`src/design/ata_pio_command_issuer_macros.svh`:
```
// Assertion macros for the ATA PIO command issuer
`ifndef ATA_PIO_COMMAND_ISSUER_MACROS_SVH
`define ATA_PIO_COMMAND_ISSUER_MACROS_SVH
`ifndef SYNTHESIS
`define ATA_ASSERT_IMP(name, clk, rstn, ante, cons) \
    name: assert property (@(posedge clk) disable iff (!rstn) (ante) |-> (cons)) \
        else $error("ata pio assertion failed");
`define ATA_ASSERT_NXT(name, clk, rstn, ante, cons) \
    name: assert property (@(posedge clk) disable iff (!rstn) (ante) |=> (cons)) \
        else $error("ata pio assertion failed");
`else
`define ATA_ASSERT_IMP(name, clk, rstn, ante, cons)
`define ATA_ASSERT_NXT(name, clk, rstn, ante, cons)
`endif
`endif

```
`src/design/ata_pio_pkg.sv`:
```
// Shared types and constants for the ATA PIO command issuer
`timescale 1ns / 1ps
package ata_pio_pkg;

    localparam int SECTOR_BYTES = 512;
    localparam int SECTOR_SHIFT = $clog2(SECTOR_BYTES);
    localparam int OFFSET_W     = 57;
    localparam int COUNT_W      = 32;
    localparam int CAP_W        = 48;
    localparam int SUM_W        = OFFSET_W + 1;
    localparam int END_W        = SUM_W - SECTOR_SHIFT;
    localparam int NSEC_LO_W    = 33 - SECTOR_SHIFT;
    localparam int ROOM_W       = 34;
    localparam int CFG_IDX_W    = 3;
    localparam int CFG_DATA_W   = 48;
    localparam int NUM_DRIVES   = 4;

    localparam logic [CFG_IDX_W-1:0] CFG_DRIVE_MODES = 3'd0;
    localparam logic [CFG_IDX_W-1:0] CFG_CAPACITY0   = 3'd1;
    localparam logic [CFG_IDX_W-1:0] CFG_CAPACITY1   = 3'd2;
    localparam logic [CFG_IDX_W-1:0] CFG_CAPACITY2   = 3'd3;
    localparam logic [CFG_IDX_W-1:0] CFG_CAPACITY3   = 3'd4;

    localparam logic [8:0] PRI_BASE   = 9'h1f0;
    localparam logic [8:0] SEC_BASE   = 9'h170;
    localparam logic [7:0] DEV_LBA    = 8'he0;
    localparam logic [7:0] DEV_SLAVE  = 8'hb0;
    localparam logic [7:0] DEV_MASTER = 8'ha0;
    localparam logic [7:0] CMD_READ28  = 8'h20;
    localparam logic [7:0] CMD_READ48  = 8'h24;
    localparam logic [7:0] CMD_WRITE28 = 8'h30;
    localparam logic [7:0] CMD_WRITE48 = 8'h34;
    localparam logic [7:0] NIBBLE     = 8'h0f;

    localparam logic [2:0] PORT_SECCOUNT = 3'd2;
    localparam logic [2:0] PORT_LBA_LO   = 3'd3;
    localparam logic [2:0] PORT_LBA_MID  = 3'd4;
    localparam logic [2:0] PORT_LBA_HI   = 3'd5;
    localparam logic [2:0] PORT_DEVICE   = 3'd6;
    localparam logic [2:0] PORT_COMMAND  = 3'd7;

    localparam logic [3:0] LAST_BEAT28 = 4'd5;
    localparam logic [3:0] LAST_BEAT48 = 4'd9;

    typedef enum logic [1:0] {
        MODE_NONE  = 2'd0,
        MODE_CHS   = 2'd1,
        MODE_LBA28 = 2'd2,
        MODE_LBA48 = 2'd3
    } mode_t;

    typedef enum logic [1:0] {
        ST_OK       = 2'd0,
        ST_BAD      = 2'd1,
        ST_NOTHING  = 2'd2
    } status_t;

    typedef struct packed {
        logic                action;
        logic [2:0]          drive;
        logic [OFFSET_W-1:0] byte_offset;
        logic [COUNT_W-1:0]  byte_count;
    } req_t;

    typedef struct packed {
        logic [8:0]         port_address;
        logic [7:0]         port_value;
        logic               last;
        logic [1:0]         status;
        logic [COUNT_W-1:0] transfer_bytes;
    } rsp_t;

    typedef struct packed {
        logic [7:0]                       drive_modes;
        logic [NUM_DRIVES-1:0][CAP_W-1:0] capacity;
    } cfg_t;

    typedef struct packed {
        status_t            status;
        logic               lba48;
        logic               action;
        logic               secondary;
        logic               slave;
        logic [CAP_W-1:0]   start;
        logic [15:0]        nsec;
        logic [COUNT_W-1:0] xfer;
    } plan_t;

endpackage

```
`src/design/ata_pio_cfg_regs.sv`:
```
// Configuration registers: drive modes and per-drive capacities
`timescale 1ns / 1ps
module ata_pio_cfg_regs
    import ata_pio_pkg::*;
(
    input  logic                  clk,
    input  logic                  rst_n,
    input  logic                  cfg_we,
    input  logic [CFG_IDX_W-1:0]  cfg_index,
    input  logic [CFG_DATA_W-1:0] cfg_data,
    output cfg_t                  cfg
);

    cfg_t cfg_reg;
    cfg_t cfg_next;

    always_comb
    begin
        cfg_next = cfg_reg;
        if (cfg_we)
        begin
            case (cfg_index)
                CFG_DRIVE_MODES: cfg_next.drive_modes = cfg_data[7:0];
                CFG_CAPACITY0:   cfg_next.capacity[0] = cfg_data[CAP_W-1:0];
                CFG_CAPACITY1:   cfg_next.capacity[1] = cfg_data[CAP_W-1:0];
                CFG_CAPACITY2:   cfg_next.capacity[2] = cfg_data[CAP_W-1:0];
                CFG_CAPACITY3:   cfg_next.capacity[3] = cfg_data[CAP_W-1:0];
                default:         cfg_next = cfg_reg;
            endcase
        end
    end

    always_ff @(posedge clk or negedge rst_n)
    begin
        if (!rst_n)
        begin
            cfg_reg <= '0;
        end
        else
        begin
            cfg_reg <= cfg_next;
        end
    end

    assign cfg = cfg_reg;

endmodule

```
`src/design/ata_pio_range.sv`:
```
// Request pipeline: sector range, clamp to capacity, transfer size and status
`timescale 1ns / 1ps
module ata_pio_range
    import ata_pio_pkg::*;
(
    input  logic  clk,
    input  logic  rst_n,
    input  cfg_t  cfg,
    input  logic  req_valid,
    output logic  req_ready,
    input  req_t  req,
    output logic  plan_valid,
    input  logic  plan_ready,
    output plan_t plan
);

    typedef struct packed {
        logic                    action;
        logic [1:0]              drive;
        logic                    bad;
        logic                    beyond;
        mode_t                   mode;
        logic [CAP_W-1:0]        start;
        logic [END_W-1:0]        end_sec;
        logic [CAP_W-1:0]        cap;
        logic [SECTOR_SHIFT-1:0] inner;
        logic [COUNT_W-1:0]      count;
    } s1_t;

    typedef struct packed {
        logic                    action;
        logic [1:0]              drive;
        logic                    bad;
        logic                    beyond;
        mode_t                   mode;
        logic [CAP_W-1:0]        start;
        logic [CAP_W-1:0]        nsec;
        logic [SECTOR_SHIFT-1:0] inner;
        logic [COUNT_W-1:0]      count;
    } s2_t;

    logic  s0_valid_reg, s1_valid_reg, s2_valid_reg;
    req_t  s0_reg;
    s1_t   s1_reg, s1_next;
    s2_t   s2_reg, s2_next;
    logic  ready0, ready1, ready2;

    logic [SUM_W-1:0]   sum;
    logic [CAP_W-1:0]   cap_sel;
    logic               end_gt_cap;
    logic [ROOM_W-1:0]  room;
    logic               big;
    logic [COUNT_W-1:0] xfer;
    status_t            status;

    assign ready2    = !s2_valid_reg || plan_ready;
    assign ready1    = !s1_valid_reg || ready2;
    assign ready0    = !s0_valid_reg || ready1;
    assign req_ready = ready0;

    // stage one: start sector, rounded-up end sector, capacity lookup
    always_comb
    begin
        cap_sel = cfg.capacity[s0_reg.drive[1:0]];
        sum = SUM_W'(s0_reg.byte_offset) + SUM_W'(s0_reg.byte_count)
            + SUM_W'(SECTOR_BYTES - 1);
        s1_next.action  = s0_reg.action;
        s1_next.drive   = s0_reg.drive[1:0];
        s1_next.bad     = s0_reg.drive[2];
        s1_next.start   = CAP_W'(s0_reg.byte_offset[OFFSET_W-1:SECTOR_SHIFT]);
        s1_next.beyond  = s1_next.start >= cap_sel;
        s1_next.mode    = mode_t'(cfg.drive_modes[{s0_reg.drive[1:0], 1'b0} +: 2]);
        s1_next.end_sec = sum[SUM_W-1:SECTOR_SHIFT];
        s1_next.cap     = cap_sel;
        s1_next.inner   = s0_reg.byte_offset[SECTOR_SHIFT-1:0];
        s1_next.count   = s0_reg.byte_count;
    end

    // stage two: clamp the end and take the sector count
    always_comb
    begin
        end_gt_cap     = s1_reg.end_sec > END_W'(s1_reg.cap);
        s2_next.action = s1_reg.action;
        s2_next.drive  = s1_reg.drive;
        s2_next.bad    = s1_reg.bad;
        s2_next.beyond = s1_reg.beyond;
        s2_next.mode   = s1_reg.mode;
        s2_next.start  = s1_reg.start;
        s2_next.nsec   = end_gt_cap ? (s1_reg.cap - s1_reg.start)
                                    : (s1_reg.end_sec[CAP_W-1:0] - s1_reg.start);
        s2_next.inner  = s1_reg.inner;
        s2_next.count  = s1_reg.count;
    end

    // stage three: bytes moved and final status
    always_comb
    begin
        big  = |s2_reg.nsec[CAP_W-1:NSEC_LO_W];
        room = ROOM_W'({s2_reg.nsec[NSEC_LO_W-1:0], {SECTOR_SHIFT{1'b0}}})
             - ROOM_W'(s2_reg.inner);
        xfer = (big || (ROOM_W'(s2_reg.count) <= room)) ? s2_reg.count
                                                        : room[COUNT_W-1:0];
        if (s2_reg.bad)
            status = ST_BAD;
        else if (s2_reg.beyond || (s2_reg.nsec == '0))
            status = ST_NOTHING;
        else if (s2_reg.mode != MODE_LBA28 && s2_reg.mode != MODE_LBA48)
            status = ST_BAD;
        else
            status = ST_OK;

        plan.status    = status;
        plan.lba48     = s2_reg.mode == MODE_LBA48;
        plan.action    = s2_reg.action;
        plan.secondary = s2_reg.drive[1];
        plan.slave     = s2_reg.drive[0];
        plan.start     = s2_reg.start;
        plan.nsec      = s2_reg.nsec[15:0];
        plan.xfer      = xfer;
    end

    assign plan_valid = s2_valid_reg;

    always_ff @(posedge clk or negedge rst_n)
    begin
        if (!rst_n)
        begin
            s0_valid_reg <= 1'b0;
            s1_valid_reg <= 1'b0;
            s2_valid_reg <= 1'b0;
        end
        else
        begin
            if (ready0)
                s0_valid_reg <= req_valid;
            if (ready1)
                s1_valid_reg <= s0_valid_reg;
            if (ready2)
                s2_valid_reg <= s1_valid_reg;
        end
    end

    always_ff @(posedge clk)
    begin
        if (ready0)
            s0_reg <= req;
        if (ready1)
            s1_reg <= s1_next;
        if (ready2)
            s2_reg <= s2_next;
    end

endmodule

```
`src/design/ata_pio_emit.sv`:
```
// Beat sequencer: walks the task-file writes of one command into the output register
`timescale 1ns / 1ps
`include "ata_pio_command_issuer_macros.svh"
module ata_pio_emit
    import ata_pio_pkg::*;
(
    input  logic  clk,
    input  logic  rst_n,
    input  logic  plan_valid,
    output logic  plan_ready,
    input  plan_t plan,
    output logic  rsp_valid,
    input  logic  rsp_ready,
    output rsp_t  rsp
);

    function automatic rsp_t make_beat(plan_t p, logic [3:0] idx);
        rsp_t       b;
        logic [2:0] off;
        logic [7:0] val;
        logic [8:0] base;
        logic [7:0] dev;
        logic       lst;
        base = p.secondary ? SEC_BASE : PRI_BASE;
        dev  = p.slave ? DEV_SLAVE : DEV_MASTER;
        off  = PORT_COMMAND;
        val  = '0;
        lst  = 1'b0;
        if (p.lba48)
        begin
            case (idx)
                4'd0:    begin off = PORT_SECCOUNT; val = p.nsec[15:8];   end
                4'd1:    begin off = PORT_LBA_LO;   val = p.start[31:24]; end
                4'd2:    begin off = PORT_LBA_MID;  val = p.start[39:32]; end
                4'd3:    begin off = PORT_LBA_HI;   val = p.start[47:40]; end
                4'd4:    begin off = PORT_SECCOUNT; val = p.nsec[7:0];    end
                4'd5:    begin off = PORT_LBA_LO;   val = p.start[7:0];   end
                4'd6:    begin off = PORT_LBA_MID;  val = p.start[15:8];  end
                4'd7:    begin off = PORT_LBA_HI;   val = p.start[23:16]; end
                4'd8:    begin off = PORT_DEVICE;   val = DEV_LBA | dev;  end
                default:
                begin
                    off = PORT_COMMAND;
                    val = p.action ? CMD_WRITE48 : CMD_READ48;
                    lst = 1'b1;
                end
            endcase
        end
        else
        begin
            case (idx)
                4'd0:    begin off = PORT_SECCOUNT; val = p.nsec[7:0];    end
                4'd1:    begin off = PORT_LBA_LO;   val = p.start[7:0];   end
                4'd2:    begin off = PORT_LBA_MID;  val = p.start[15:8];  end
                4'd3:    begin off = PORT_LBA_HI;   val = p.start[23:16]; end
                4'd4:
                begin
                    off = PORT_DEVICE;
                    val = ({4'b0, p.start[27:24]} & NIBBLE) | DEV_LBA | dev;
                end
                default:
                begin
                    off = PORT_COMMAND;
                    val = p.action ? CMD_WRITE28 : CMD_READ28;
                    lst = 1'b1;
                end
            endcase
        end
        if (p.status != ST_OK)
        begin
            b.port_address   = '0;
            b.port_value     = '0;
            b.last           = 1'b1;
            b.status         = p.status;
            b.transfer_bytes = '0;
        end
        else
        begin
            b.port_address   = base + {6'b0, off};
            b.port_value     = val;
            b.last           = lst;
            b.status         = ST_OK;
            b.transfer_bytes = p.xfer;
        end
        return b;
    endfunction

    plan_t      plan_reg;
    logic       plan_valid_reg;
    logic [3:0] idx_reg;
    rsp_t       rsp_reg;
    logic       rsp_valid_reg;
    rsp_t       beat;
    logic       out_free;
    logic       push;
    logic       load;

    assign beat       = make_beat(plan_reg, idx_reg);
    assign out_free   = !rsp_valid_reg || rsp_ready;
    assign push       = plan_valid_reg && out_free;
    assign plan_ready = !plan_valid_reg || (out_free && beat.last);
    assign load       = plan_valid && plan_ready;

    always_ff @(posedge clk or negedge rst_n)
    begin
        if (!rst_n)
        begin
            plan_valid_reg <= 1'b0;
            rsp_valid_reg  <= 1'b0;
            idx_reg        <= '0;
        end
        else
        begin
            if (push)
                rsp_valid_reg <= 1'b1;
            else if (rsp_ready)
                rsp_valid_reg <= 1'b0;

            if (load)
            begin
                plan_valid_reg <= 1'b1;
                idx_reg        <= '0;
            end
            else if (push)
            begin
                if (beat.last)
                    plan_valid_reg <= 1'b0;
                idx_reg <= idx_reg + 4'd1;
            end
        end
    end

    always_ff @(posedge clk)
    begin
        if (load)
            plan_reg <= plan;
        if (push)
            rsp_reg <= beat;
    end

    assign rsp_valid = rsp_valid_reg;
    assign rsp       = rsp_reg;

    `ATA_ASSERT_IMP(a_idx_lba48, clk, rst_n, plan_valid_reg, idx_reg <= LAST_BEAT48)
    `ATA_ASSERT_IMP(a_idx_lba28, clk, rst_n, plan_valid_reg && !plan_reg.lba48, idx_reg <= LAST_BEAT28)
    `ATA_ASSERT_IMP(a_status_single, clk, rst_n, rsp_valid_reg && rsp_reg.status != ST_OK, rsp_reg.last && rsp_reg.port_address == '0 && rsp_reg.transfer_bytes == '0)
    `ATA_ASSERT_NXT(a_load_restart, clk, rst_n, load, plan_valid_reg && idx_reg == '0)

endmodule

```
`src/design/ata_pio_command_issuer.sv`:
```
// ATA PIO command issuer: turns a byte request into LBA28/LBA48 task-file writes.
// Request path: range registers s0, s1, s2, then the plan and output registers.
// Throughput: one beat per cycle at the output register unless rsp_ready stalls it;
// a request is 6 beats (LBA28), 10 (LBA48) or 1 (status only) via that single register.
// Reset: asynchronous, active low; clears all configuration to zero and empties the pipe.
`timescale 1ns / 1ps
module ata_pio_command_issuer
    import ata_pio_pkg::*;
(
    input  logic                  clk,
    input  logic                  rst_n,
    input  logic                  cfg_we,
    input  logic [CFG_IDX_W-1:0]  cfg_index,
    input  logic [CFG_DATA_W-1:0] cfg_data,
    input  logic                  req_valid,
    output logic                  req_ready,
    input  req_t                  req,
    output logic                  rsp_valid,
    input  logic                  rsp_ready,
    output rsp_t                  rsp
);

    cfg_t  cfg;
    plan_t plan;
    logic  plan_valid;
    logic  plan_ready;

    ata_pio_cfg_regs u_cfg_regs (
        .clk       (clk),
        .rst_n     (rst_n),
        .cfg_we    (cfg_we),
        .cfg_index (cfg_index),
        .cfg_data  (cfg_data),
        .cfg       (cfg)
    );

    ata_pio_range u_range (
        .clk        (clk),
        .rst_n      (rst_n),
        .cfg        (cfg),
        .req_valid  (req_valid),
        .req_ready  (req_ready),
        .req        (req),
        .plan_valid (plan_valid),
        .plan_ready (plan_ready),
        .plan       (plan)
    );

    ata_pio_emit u_emit (
        .clk        (clk),
        .rst_n      (rst_n),
        .plan_valid (plan_valid),
        .plan_ready (plan_ready),
        .plan       (plan),
        .rsp_valid  (rsp_valid),
        .rsp_ready  (rsp_ready),
        .rsp        (rsp)
    );

endmodule

```
`config.mk`:
```
export PLATFORM = sky130hd
export DESIGN_NAME = ata_pio_command_issuer
export DESIGN_NICKNAME = d
export VERILOG_FILES = /design/src/design/ata_pio_pkg.sv /design/src/design/ata_pio_cfg_regs.sv /design/src/design/ata_pio_range.sv /design/src/design/ata_pio_emit.sv /design/src/design/ata_pio_command_issuer.sv
export VERILOG_INCLUDE_DIRS = /design/src /design/src/design
export SDC_FILE = /design/constraint.sdc
export NUM_CORES = 1
export LEC_CHECK = 0
export BUFFER_PORTS_ARGS = -buffer_cell sky130_fd_sc_hd__buf_2
export CORE_ASPECT_RATIO = 0.9
export CORE_MARGIN = 3
export CORE_UTILIZATION = 35
export DETAILED_ROUTE_END_ITERATION = 6
export GPL_ROUTABILITY_DRIVEN = 0
export GPL_TIMING_DRIVEN = 0
export SYNTH_ARGS = -nofsm -noshare
export SYNTH_HDL_FRONTEND = slang
export SYNTH_SLANG_ARGS = --single-unit
```
`constraint.sdc`:
```
create_clock -name clk -period 19.2 [get_ports clk]
set_input_delay 0.96 -clock clk [delete_from_list [all_inputs] [get_ports clk]]
set_output_delay 0.96 -clock clk [all_outputs]
set_load 0.005 [all_outputs]
```
== Word-level counts from Yosys, hierarchy flattened ==
Index checks and enable logic that the tools add are counted.

* Bits in registers: 793
* Bits of input ports: 149
* Output and inout bits: 54

* Shift-type cells: 1
* Multiplexer cells: 27
* Bitwise gates (word level): 1
* Reduce and logical (&&, ||, !) cells: 36
* Eq/ne operators: 15
* Add/subtract/negate cells: 7
* Magnitude comparators: 4

{| class="wikitable"
|+ Operator list
! operator !! count
|-
| $bmux W48 S2 || 1
|-
| $mux W48 || 2
|-
| $sub A48 B48 Y48 || 2
|-
| $pmux W8 S9 || 1
|-
| $add A57 B32 Y58 || 1
|-
| $add A58 B9 Y58 const B || 1
|-
| $gt A49 B48 Y1 || 1
|-
| $ge A48 B48 Y1 || 1
|-
| $logic_not A48 Y1 || 1
|-
| $pmux W8 S5 || 1
|-
| $mux W35 || 1
|-
| $le A32 B34 Y1 || 1
|-
| $sub A33 B9 Y34 || 1
|-
| $mux W32 || 1
|-
| $pmux W3 S5 || 2
|-
| $reduce_or A24 Y1 || 1
|-
| $eq A4 B3 Y1 const B || 4
|-
| $mux W8 || 2
|-
| $mux W5 || 3
|-
| $reduce_and A2 Y1 || 6
|-
| $add A9 B3 Y9 || 1
|-
| $mux W1 || 9
|-
| $reduce_or A9 Y1 || 1
|-
| $eq A4 B2 Y1 const B || 2
|-
| 22 further kinds || 44
|}

== Logic depth before layout (Yosys ltp) ==
* Word-level depth: 10
* Gate-level depth with buffers: 25
* Depth with buffers taken out: 23

== Modules after synthesis ==
From an unflattened synthesis, not the netlist that was laid out.

* Cells, all modules: 2741
* Area total of the unflattened synthesis: 38378.1 µm²

{| class="wikitable"
|+ By module, submodules not included
! module !! cells an instance !! times used !! area each (µm²)
|-
| ata_pio_range || 1935 || 1 || 24609.9
|-
| ata_pio_cfg_regs || 425 || 1 || 7721.2
|-
| ata_pio_emit || 381 || 1 || 6047.0
|}

== Worst setup path before layout ==
OpenSTA, ideal clock, no wires.

* Path kind: register -> register
* Start: register u_emit.idx_reg[0]
* End: register u_range.s1_reg[0] in the netlist's numbering (enable)
* Clock period less this slack: 8.026 ns
* Path buffers: 1
* Arrival time: 5.994 ns
* Library setup time: 2.032 ns
* Setup slack: 11.174 ns
* Data required time: 17.168 ns
* Cell stages (with the launch flop): 10
* Cell sequence: dfrtp_1 > inv_1 > ha_1 > clkbuf_1 > or3_1 > a21oi_1 > nor2_1 > o21ai_0 > a21boi_0 > nand3_1

{| class="wikitable"
|+ RTL lines
! element !! line !! source
|-
| start: declaration || ata_pio_emit.sv:90 || <nowiki>logic [3:0] idx_reg;</nowiki>
|-
| start signal: assignment || ata_pio_emit.sv:128 || <nowiki>idx_reg <= idx_reg + 4'd1;</nowiki>
|-
| end signal: assignment || ata_pio_range.sv:148 || <nowiki>s1_reg <= s1_next;</nowiki>
|-
| end: declaration || ata_pio_range.sv:44 || <nowiki>s1_t s1_reg, s1_next;</nowiki>
|}

==> run summary <==
Peak VDD IR - 0.0000927 V
Startpoint class of the critical path - register
Syn Nets - 3081
Fin. Hold Viols - 0
Crit path max-delay family - compound AO/OA/AOI/OAI gates
GR Util met2 - 0.253
Vias in the first global route - 21572
PnR worst setup slack - 11.45 ns
Routed wire length - 89700 um
Leading cell types by count after synthesis - edfxtp_1 (580), ha_1 (242), inv_1 (240)
Relative max-transition margin - 0.215
Area grow syn2layout - 15.7%
Mux contribution to synthesized area - 0.101
Core region area - 104000 um^2
CTS buffer count - 84
Final Skew - 0.0312 ns
Hold buffers post-CTS - 0
GRT overflow - 0
XOR/XNOR Fraction of Synth Area - 0.0291
Antenna violations before repair - 10
WL/cell - 20.2 um
Crit path cell chain - ha_1, a21o_1, a21o_1, a21oi_1, o311ai_0, o211ai_1, o211ai_1, o21ai_0, clkbuf_1, clkbuf_1, o21ai_0, fa_1, a21oi_1, o21ai_0, a2111oi_0, nor3_1, nor3_2, a21oi_1, a2111oi_1, or4b_1, a311o_1, xnor2_1
Synth Area in Compound Gates - 0.0769
Crit path kind - register to register
Setup Buffers After CTS - 0
Global routing met1 resource utilization - 0.233
Period utilisation layout - 0.404
Port Buffers - 201
Violated checks - DRC
Critical Path RT - 19.57 ns
Place WS - 11.45 ns
Worst path max stage delay - 0.74 ns
Synthesized-area fraction occupied by and/or/nand/nor cells - 0.0652
Post-Syn Area - 37000 um^2
Post-CTS Resized - 0
DRC violations left - 7
Number of synthesized register bits - 789
Die Area - 110000 um^2
First-pass GRT wire length - 133000 um
Final non-filler cell total - 4433
I/O Pins - 203
Row count - 112
Fin nets - 3386
Top_reg_cell synth - edfxtp_1
Clock Sinks - 789
Bufs on Longest Clock Path - 3
Setup TNS - 0 ns
Vias/cell - 4.99
Min-delay worst type - primary input to asynchronous set/reset pin
Largest family of logic cells by synthesized area - multiplexers
Max-slew violation count - 0
Maximum Capacitance Violations - 0
Post-synthesis adder-cell area fraction - 0.0823
Synth Instances - 2689
Post-layout minimum cycle time - 7.75 ns
Die height - 315 um
PD cells - 208 nW/um^2
Critical path's slowest cell - a2111oi_1
Starting Density - 0.355
CP max FO - 10
Max reg flops - 200
Initial DRC count - 1508
Static leakage - 17.7 nW
Post-route core utilization - 0.410
Gr busiest metal - met2
Async S/R FF share, synth - 0.265
Largest net degree at the start of global routing - 103
Sequential share of the synthesized area - 0.611
Routed vias - 22105
Clock transition at path regs - 0.06 ns
Crit path buf inv count - 2
Run status - finished, violations left
GRT met3 Usage - 0.0260
H-tree Lvls - 3
Clk Latency, worst-skew pair - 0.64 ns
DRT Pass-1 Iters - 7
RSZ-0062 raised after global routing - no
Die Width - 349 um
Synth area leader - edfxtp_1
Worst-margin pin slew - 1.17 ns
Top achievable clock speed - 129 MHz
Antenna-violating nets left - 0
Count leader, synth - edfxtp_1
Yosys warns - 0
CP endpoint kind - register
Synth top area share - 0.470
Final Setup Violations - 0
EDFF count, synth - 580
Clk root buf - clkbuf_16
CTS tree - yes
Placed cells - 4276
Overall Global Routing Usage - 0.162
Synthesized area per cell - 13.8 um^2
Top cells by area, synth - edfxtp_1 (47%), dfrtp_1 (14%), ha_1 (8.2%)
DP HPWL - 69100 um
FILL cells - 9675
Arr. time, crit path - 8.12 ns
Layout cell share with drive strength beyond 1 - 0.205
Synth unique cells - 66
-- per-stage QoR --
stage	power, mW	hold WS, ns	area, um^2
2_1_floorplan	6.12	0.400	37000
3_5_place_dp	7.38	0.405	40200
6_report	8.92	0.126	42800
3_3_place_gp	7.42	0.400	39800
5_1_grt	9.58	0.0908	42800
4_1_cts	8.98	0.0809	42800
-- cells by family (layout without fill, tap and decap cells) --
| family | after synthesis | in the layout |
|---|---|---|
| buffers and inverters | 323 | 695 |
| AND/OR/NAND/NOR | 478 | 478 |
| other | 1 | 5 |
| flip-flops | 789 | 789 |
| multiplexers | 286 | 286 |
| XOR/XNOR | 123 | 123 |
| adder cells (fa/ha/maj) | 243 | 243 |
| AO/OA/AOI/OAI | 446 | 446 |
-- layer usage --
layer  vias up  wire length, um
li1      10588                -
met1     10805            42300
met2       566            40300
met3       142             4640
met4         4             2390
met5         -               21
-- area by class of cell --
cell class              instances  area [um^2]  area share
well taps                    1368         1710      0.0399
clock buffers                 103         2270      0.0529
inverters                     240          901      0.0210
multi-input cells            1577        13200       0.307
plain buffers                  83          363     0.00847
clock inverters                50          393     0.00917
diodes                          4         10.0    0.000234
flip-flops and latches        789        22600       0.529
repair buffers                219         1400      0.0326
-- cells in the final DEF, fill, tap and decap left out, drive strengths merged, types with 99 or more instances in the layout --
cell type / n
edfxtp: 580
buf: 245
inv: 243
ha: 242
dfrtp: 209
mux2: 202
clkbuf: 160
nand2: 128
a21oi: 123
o21ai: 101
nor2: 99
-- power breakdown --
part           total (mW)  switching (mW)  internal (mW)  leakage, nW
combinational        3.90            2.34           1.56         8.18
sequential           3.46           0.471           2.99         8.25
clock                1.56           0.665          0.895         1.30
total                8.92            3.48           5.44         17.7
-- final timing paths --
kind / startpoint / to / slack [ns] / cells after the start
max reg2reg: u_range.s1_reg[103] / u_range.s2_reg[85] / 11.45 / 22
min reg2reg: u_range.plan[94] / u_emit.plan_reg[94] / 0.41 / 0
max in group asynchronous: rst_n / u_cfg_regs.cfg[12] / 17.82 / 3
max: u_range.s1_reg[103] / u_range.s2_reg[85] / 11.45 / 22
min: rst_n / u_emit.rsp_valid / 0.13 / 1
min in group clk: u_range.plan[94] / u_emit.plan_reg[94] / 0.41 / 0
Power figures use the tool's default switching activity.
